--- config.mk ---
export PLATFORM = sky130hd
export DESIGN_NAME = gbi_fifo
export DESIGN_NICKNAME = d
export VERILOG_FILES = /design/src/hw/rtl/gbi_fifo.sv
export SDC_FILE = /design/constraint.sdc
export NUM_CORES = 1
export LEC_CHECK = 0
export BUFFER_PORTS_ARGS = -buffer_cell sky130_fd_sc_hd__buf_2
export CAP_MARGIN = 30
export CORE_MARGIN = 4
export CORE_UTILIZATION = 44
export CTS_BUF_LIST = sky130_fd_sc_hd__clkbuf_4 sky130_fd_sc_hd__clkbuf_8 sky130_fd_sc_hd__clkbuf_16
export DETAILED_ROUTE_END_ITERATION = 12
export PLACE_DENSITY = 0.72
export SLEW_MARGIN = 0
export SYNTH_ARGS = -nofsm -noshare
export SYNTH_HDL_FRONTEND = slang
export SYNTH_SLANG_ARGS = --single-unit
--- constraint.sdc ---
create_clock -name clk -period 1.6 [get_ports clk]
set_clock_uncertainty 0.15 [all_clocks]
set_input_delay 0.16 -clock clk [delete_from_list [all_inputs] [get_ports clk]]
set_output_delay 0.16 -clock clk [all_outputs]
set_load 0.05 [all_outputs]
--- src/hw/rtl/gbi_fifo.sv ---
module gbi_fifo #(
	parameter int WIDTH = 8,
	parameter int DEPTH = 2
) (
	input  logic             clk,
	input  logic             arst_n,
	input  logic             push,
	input  logic [WIDTH-1:0] din,
	output logic             full,
	input  logic             pop,
	output logic [WIDTH-1:0] dout,
	output logic             valid
);
	localparam int PW = (DEPTH > 1) ? $clog2(DEPTH) : 1;
	localparam int CW = $clog2(DEPTH + 1);

	logic [WIDTH-1:0] ent_q [DEPTH];
	logic [PW-1:0]    wr_ptr_q, rd_ptr_q;
	logic [CW-1:0]    count_q;
	logic             do_push, do_pop;

	assign full    = (count_q == CW'(DEPTH));
	assign valid   = (count_q != '0);
	assign dout    = ent_q[rd_ptr_q];
	assign do_push = push && !full;
	assign do_pop  = pop && valid;

	always_ff @(posedge clk or negedge arst_n) begin
		if (!arst_n) begin
			wr_ptr_q <= '0;
			rd_ptr_q <= '0;
			count_q  <= '0;
		end else begin
			if (do_push) begin
				wr_ptr_q <= (wr_ptr_q == PW'(DEPTH - 1)) ? '0 : wr_ptr_q + 1'b1;
			end
			if (do_pop) begin
				rd_ptr_q <= (rd_ptr_q == PW'(DEPTH - 1)) ? '0 : rd_ptr_q + 1'b1;
			end
			if (do_push && !do_pop) begin
				count_q <= count_q + 1'b1;
			end else if (do_pop && !do_push) begin
				count_q <= count_q - 1'b1;
			end
		end
	end

	always_ff @(posedge clk) begin
		if (do_push) begin
			ent_q[wr_ptr_q] <= din;
		end
	end
endmodule

== After elaboration in Yosys (flattened, before gate mapping) ==
Memory sizes are Yosys's and may differ from the RTL's.
Index checks and enable logic that the tools add are counted.

* Register bits: 4
* RAM bits: 16
* Input port bits: 12
* Output and inout bits: 10
* Word-level logic and storage cells: 24
* Memories kept: 1

{| class="wikitable"
|+ Memory list
! memory !! depth !! width !! rd ports !! clocked after memory_dff !! write ports !! RTL line !! source
|-
| ent_q || 2 || 8 || 1 || 0 || 1 || 17 || <nowiki>logic [WIDTH-1:0] ent_q [DEPTH];</nowiki>
|}

* Add/sub/neg operators: 4
* Eq/ne operators: 1
* Muxes and demuxes: 6
* Reduce and logical (&&, ||, !) cells: 9

{| class="wikitable"
|+ Operators by type and width
! cell !! count
|-
| logical AND 1 bit || 4
|-
| 2-to-1 mux 1 bit || 4
|-
| 2-to-1 mux 2 bit || 2
|-
| nonzero test 2 bit || 2
|-
| zero test 1 bit || 3
|-
| adder 1 bit (second input constant) || 2
|-
| adder 2 x 1 -> 2 bit (second input constant) || 1
|-
| equality test 2 bit (second input constant) || 1
|-
| subtractor 2 x 1 -> 2 bit (second input constant) || 1
|}

== Logic depth before layout (Yosys ltp) ==
Gate-level depths: netlist of the first run.

* Word-level depth: 7
* Gate-level depth with buffers: 7
* Gate-level depth less buffers: 7

== Worst setup path before layout of the first run ==
No wires, ideal clock.

* Kind: register -> register
* Start: reg count_q[1]
* End: reg count_q[1]
* Library setup time: 0.125 ns
* Arrival time: 1.278 ns
* Required time: 1.325 ns
* Path slack: 0.047 ns
* Cell stages (with the launch flop): 7
* Buffers on the path: 0
* Clock period less this slack: 1.553 ns
* Cells stage by stage: dfrtp_1 or2_4 nand2_4 ha_1 xor2_1 nor2_1 xor2_1

* Elaborated cells between the ends (all ways): 14
* Those cells by class: 2 x add/sub; 1 x eq/ne; 2 x mux; 9 x reduce/logical

{| class="wikitable"
|+ RTL lines
! element !! RTL line !! source
|-
| start: declaration || 19 || <nowiki>logic [CW-1:0] count_q;</nowiki>
|-
| start signal: assignment || 41 || <nowiki>count_q <= count_q + 1'b1;</nowiki>
|-
| start signal: assignment || 43 || <nowiki>count_q <= count_q - 1'b1;</nowiki>
|-
| nonzero test 2 bit * || 23 || <nowiki>assign valid = (count_q != '0);</nowiki>
|-
| net valid || 12 || <nowiki>output logic valid</nowiki>
|-
| logical AND 1 bit * || 26 || <nowiki>assign do_pop = pop && valid;</nowiki>
|-
| zero test 1 bit || 40 || <nowiki>if (do_push && !do_pop) begin</nowiki>
|-
| logical AND 1 bit || 40 ||
|-
| 2-to-1 mux 2 bit or nonzero test 2 bit (tied branches) || n/a ||
|}

Mark *: on every way through the listed nets, which the timed path passes. The rest lies on a longest branch. The select of a mux whose other input is x is not followed.
A chain may end at the register's enable or synchronous reset.

== Final worst setup path of the first run ==
* Start: reg rd_ptr_q
* End: out dout[6]

* Word-level cells in the longest chain between the ends: 1

{| class="wikitable"
|+ Ends and longest elaborated chain
! element !! RTL line !! source
|-
| start: declaration || 18 || <nowiki>logic [PW-1:0] wr_ptr_q, rd_ptr_q;</nowiki>
|-
| start signal: assignment || 38 || <nowiki>rd_ptr_q <= (rd_ptr_q == PW'(DEPTH - 1)) ? '0 : rd_ptr_q + 1'b1;</nowiki>
|-
| memory (2 x 8 bit) || n/a ||
|-
| end: declaration || 11 || <nowiki>output logic [WIDTH-1:0] dout,</nowiki>
|}

Every way passes these cells.

==> flow_summary.toml, run 1 <==
[yosys]
async_flop_share = 0.200
synth_top_area_frac = 0.611
ys_top_cells_by_area = "edfxtp_1, dfrtp_1, mux2_1"
synth_area_um2 = 786
netlist_instances = 44
synth_nets = 57
yosysSeqAreaShare = 0.739
synth_common_cells = "edfxtp_1, mux2_1, dfrtp_1"
synth.most_common_cell = "edfxtp_1"
synth-edff-count = 16
ys_ff_latch = 20
yosysTopAreaCell = "edfxtp_1"
syn_avg_cell_area_um2 = 17.9
ys_types = 14
yosysWarnings = 0
synthFlopType = "edfxtp_1"

[status]
status = "finished with violations"
violations = "negative setup slack"

[floorplanning]
die_area_mm2 = 0.00253
ios = 22
chipHeight_um = 50.3
die_x_um = 50.3
rows = 15
core_area_mm2 = 0.00171
start_util = 0.460

[timing]
period_minus_slack_ns = 1.64
fin_crit_sh = 1.02
rsz0062_at_grt = "yes"
finalSetupViolCount = 8
maxSlewViolCount = 0
worst_slew_pin_slew_ns = 0.391
fin_ws_ns = -0.0380
max_clock_freq_mhz = 611
worst_hold_slack_ns = 0.0271
hold_viol = 0
worst_slew_margin_rel = 0.740

[placement]
dp_cells = 90
numPortBuffers = 21
pre_cts_ws_ns = 0.0192
dpl_cell_area_um2 = 925
globalplace.congestion = 0.774
dp_hpwl_um = 870

[cts]
clock_latency_ns = 0.28
cts_tree = "done"
htreeDepth = 1
cts_buffers = 3
cts.sinks = 20
path_clk_slew_ns = 0.10
cts_root_buffer = "clkbuf_4"
cts_buffer_depth = 2

[worst_setup_path]
timing.rr.start = "count_q[1]"
rr_endpoint = "ent_q[1][1]"
r2r_setup_slack_ns = 0.07
reg2reg_depth = 3
worstPathMaxFanout = 5
setup.worst_path.end_class = "primary output"
crit_type = "reg -> out"
cp.required_ns = 1.29
crit_end = "dout[6]"
worst-endpoint-arrival_ns = 1.33
startpoint = "rd_ptr_q"
cp-start-kind = "register"

[layout]
fin_cells = 110
finalInstanceArea_mm2 = 0.00123
multi_input_area_um2 = 243
seqCellArea_um2 = 583
area_growth_pct = 56.4
drive_above_1_share = 0.565
fill_cells = 110
finalNetCount = 99
antenna_cells = 0

[job]
drv_cap = 0

[power_and_ir_drop]
swShare = 0.393
leakagePower_nw = 0.530
vdd_drop_max_v = 0.000962
p_per_area_mw_per_mm2 = 2050
p_int_mw = 1.53
p_seq_frac = 0.322
p_sw_mw = 0.989
combPwrFrac = 0.567
clockPowerShare = 0.111

[global_routing]
grt_pass1_vias = 541
grt_overflow = 0
grt_max_degree = 12
antenna_found_initial = 0
grt_pass1_wl_mm = 2.52
grt_usage = 0.138

[worst_hold_path]
hp-start = "push"
min_path_type = "in -> reg"

[detailed_routing]
first_iter_violations = 7
num_vias = 503
drtAntennaViolNets = 0
drt_pass1_iterations = 5
viasPerCell = 4.57
drc = 0
detail_route.wl_per_cell_um = 13.8
totalWireLength_mm = 1.51
[through the flow]
stage | power [mW] | utilization | setup TNS, ns
after floorplan | 1.56 | - | 0
after global placement | 1.74 | 0.541 | 0
after detailed placement | 1.76 | 0.541 | 0
after CTS | 2.39 | 0.691 | -0.136
after global routing | 2.65 | 0.719 | -0.700
final | 2.52 | 0.719 | -0.245
[layer usage]
layer | share of wire | wire [um] | track usage
met1 | 0.42 | 637 | 0.167
met5 | 0 | 0 | 0
met4 | 0.012 | 18 | 0.0553
met2 | 0.53 | 800 | 0.237
met3 | 0.038 | 57 | 0.0297
[cells by family after synthesis]
| logic type | Yosys count | synth area share |
|---|---|---|
| XOR/XNOR | 5 | 0.0557 |
| buffers and inverters | 3 | 0.0159 |
| flip-flops | 20 | 0.739 |
| adder cells (fa/ha/maj) | 1 | 0.0159 |
| multiplexers | 8 | 0.115 |
| AND/OR/NAND/NOR | 7 | 0.0589 |
[layout make-up]
type                       count  area share
timing repair buffer          38       0.267
multi-input combinational     21       0.198
inverter                       2     0.00611
clock buffer                   4      0.0295
tap                           25      0.0255
sequential                    20       0.475
[power by group through the flow]
stage          combinational, mW  clock, mW  sequential (mW)
2_1_floorplan              0.777          0            0.783
4_1_cts                     1.32      0.286            0.791
5_1_grt                     1.51      0.317            0.825
3_5_place_dp               0.916          0            0.844
6_report                    1.43      0.280            0.810
3_3_place_gp               0.901          0            0.840
[registers in the layout (all words and copies together) (netlist names)]
register and count:
wr_ptr_q 1, rd_ptr_q 1, ent_q 16, count_q 2
[worst min-delay path by stage]
stage / end / slack, ns / depth (start not counted)
3_5_place_dp: wr_ptr_q / -0.18 / 1
2_1_floorplan: count_q[0] / -0.29 / 0
3_3_place_gp: rd_ptr_q / -0.18 / 1
4_1_cts: wr_ptr_q / 0.001 / 3
6_report: wr_ptr_q / 0.03 / 3
5_1_grt: wr_ptr_q / 0.000008 / 3
[cell usage in the layout (no fill, tap or decap), drive strengths merged, types with 2 or more instances in the layout]
cell type and n:
inv 2, nand2 2, xor2 2, clkbuf 4, edfxtp 16, xnor2 3
dfrtp 4, nor2 2, mux2 8, dlygate4sd3 10, buf 28
[worst max-delay path: stages (launching register included)]
cell	delay, ns
dfrtp_2	0.44
buf_6	0.14
mux2_4	0.30
buf_6	0.15
[timing repair]
action / 4_1_cts / 5_1_grt
hold buffers: 10 / 0
pin swaps: 0 / 1
endpoints found under the setup margin: 9 / 10
resized for setup: 29 / 5
endpoints found under the hold margin: 21 / 0
setup buffers: 4 / 2
No activity file was read; power rests on OpenSTA's default activity.
==> run 2: changes to the inputs <==
--- a/config.mk
+++ b/config.mk
@@ -8,10 +8,9 @@
 export BUFFER_PORTS_ARGS = -buffer_cell sky130_fd_sc_hd__buf_2
 export CAP_MARGIN = 30
 export CORE_MARGIN = 4
-export CORE_UTILIZATION = 44
+export CORE_UTILIZATION = 35
 export CTS_BUF_LIST = sky130_fd_sc_hd__clkbuf_4 sky130_fd_sc_hd__clkbuf_8 sky130_fd_sc_hd__clkbuf_16
 export DETAILED_ROUTE_END_ITERATION = 12
-export PLACE_DENSITY = 0.72
 export SLEW_MARGIN = 0
 export SYNTH_ARGS = -nofsm -noshare
 export SYNTH_HDL_FRONTEND = slang
==> constraint.sdc (replaced) <==
create_clock -name clk -period 1.5 [get_ports clk]
set_clock_uncertainty 0.15 [all_clocks]
set_input_delay 0.15 -clock clk [delete_from_list [all_inputs] [get_ports clk]]
set_output_delay 0.15 -clock clk [all_outputs]
set_load 0.05 [all_outputs]
==> flow_summary.toml, run 2 (synthesis results as in run 1) <==
[status]
status = "finished with violations"
violations = "negative setup slack"

[cts]
cts_buffers = 3
cts_buffer_depth = 2
path_clk_slew_ns = 0.10
cts.sinks = 20
cts_tree = "done"
cts_root_buffer = "clkbuf_4"
htreeDepth = 1
clock_latency_ns = 0.29

[layout]
area_growth_pct = 62.1
drive_above_1_share = 0.621
largest_register = "ent_q"
finalNetCount = 101
antenna_cells = 0
final_cell_mix = "edfxtp_1, buf_6, buf_2, dlygate4sd3_1, mux2_4"
reg_top3 = "ent_q x16, count_q x2"
final_util = 0.624
largest_register_ffs = 16
layout_commonest_cell = "edfxtp_1"
fill_cells = 168
fin_cells = 114

[worst_setup_path]
slowest_stage = "dfrtp_2"
crit_type = "reg -> out"
cp.required_ns = 1.20
timing.rr.start = "count_q[1]"
path_cells = "buf_6, mux2_4, buf_6"
r2r_setup_slack_ns = -0.07
cp-start-kind = "register"
reg2reg_depth = 6
cp_slowest_stage_delay_ns = 0.43
setup.worst_path.end_class = "primary output"
rr_endpoint = "count_q[1]"
worstPathMaxFanout = 5
worst-endpoint-arrival_ns = 1.30
worst_path_most_repeated_cell = "buf_6"

[timing]
finalSetupViolCount = 9
max_clock_freq_mhz = 623
fin_ws_ns = -0.105
worst_slew_pin_slew_ns = 0.217
hold_viol = 0
fin_crit_sh = 1.07
worst_hold_slack_ns = 0.0312
maxSlewViolCount = 0
worst_slew_margin_rel = 0.855
period_minus_slack_ns = 1.60
rsz0062_at_grt = "yes"

[detailed_routing]
totalWireLength_mm = 1.50
detail_route.wl_per_cell_um = 13.1
num_vias = 487
drtAntennaViolNets = 0
drc = 0
first_iter_violations = 3
viasPerCell = 4.27
drt_pass1_iterations = 4

[placement]
dp_cells = 95
globalplace.congestion = 0.721
dp_hpwl_um = 901
pre_cts_ws_ns = -0.0393
numPortBuffers = 21

[floorplanning]
rows = 16
core_area_mm2 = 0.00204
die_x_um = 55.4
chipHeight_um = 55.4
die_area_mm2 = 0.00307
ios = 22
start_util = 0.385

[global_routing]
grt_pass1_vias = 495
grt_overflow = 0
grt_pass1_wl_mm = 2.17
grt_usage = 0.0933
grt_max_degree = 12
antenna_found_initial = 0

[power_and_ir_drop]
leakagePower_nw = 0.546
p_per_area_mw_per_mm2 = 2180
vdd_drop_max_v = 0.00129

[worst_hold_path]
min_path_type = "in -> async"

[job]
drv_cap = 0
==> run 2: per-layer routing <==
metal	global-route usage	routed length [um]
met5	0	0
met4	0.0521	0
met3	0.0303	99
met2	0.160	781
met1	0.0997	617
==> run 2: power breakdown <==
| part | internal [mW] | switching (mW) |
|---|---|---|
| Combinational | 0.778 | 0.867 |
| Clock | 0.121 | 0.145 |
| Sequential | 0.779 | 0.0854 |
| Total | 1.68 | 1.10 |
==> run 2: timing repair <==
| item | in CTS | in global routing |
|---|---|---|
| endpoints found under the setup margin | 18 | 19 |
| setup buffers | 5 | 1 |
| endpoints found under the hold margin | 20 | 0 |
| gates resized for setup | 35 | 13 |
| hold buffers | 9 | 0 |
| pin swaps | 4 | 6 |
==> run 2: layout make-up <==
type	instances	area (um2)	share of cell area
Inverter	2	10.0	0.00786
Timing Repair Buffer	40	352	0.276
Clock buffer	4	30.0	0.0236
Sequential cell	20	582	0.457
Tap cell	27	33.8	0.0265
Multi-Input combinational cell	21	267	0.209
==> run 2: critical path, delay by kind of cell (launching register included) <==
family,cells,cell delay (ns)
buffers and inverters,2,0.29
flip-flops,1,0.43
multiplexers,1,0.30
==> run 2: worst max path at each step <==
| stage | start | end | slack [ns] | depth (start not counted) |
|---|---|---|---|---|
| floorplan | count_q[1] | count_q[1] | -0.05 | 6 |
| finish | rd_ptr_q | dout[1] | -0.10 | 3 |
| global placement | count_q[0] | count_q[1] | -0.04 | 6 |
| detailed placement | count_q[0] | count_q[1] | -0.04 | 6 |
| CTS | rd_ptr_q | dout[1] | -0.11 | 3 |
| global route | rd_ptr_q | dout[1] | -0.16 | 3 |
==> run 2: per-stage QoR <==
stage | TNS (ns) | power, mW | cell area (um2)
2_1_floorplan | -0.104 | 1.66 | 786
4_1_cts | -0.867 | 2.65 | 1220
3_5_place_dp | -0.110 | 1.92 | 950
6_report | -0.862 | 2.78 | 1270
3_3_place_gp | -0.169 | 1.91 | 950
5_1_grt | -1.34 | 2.90 | 1270
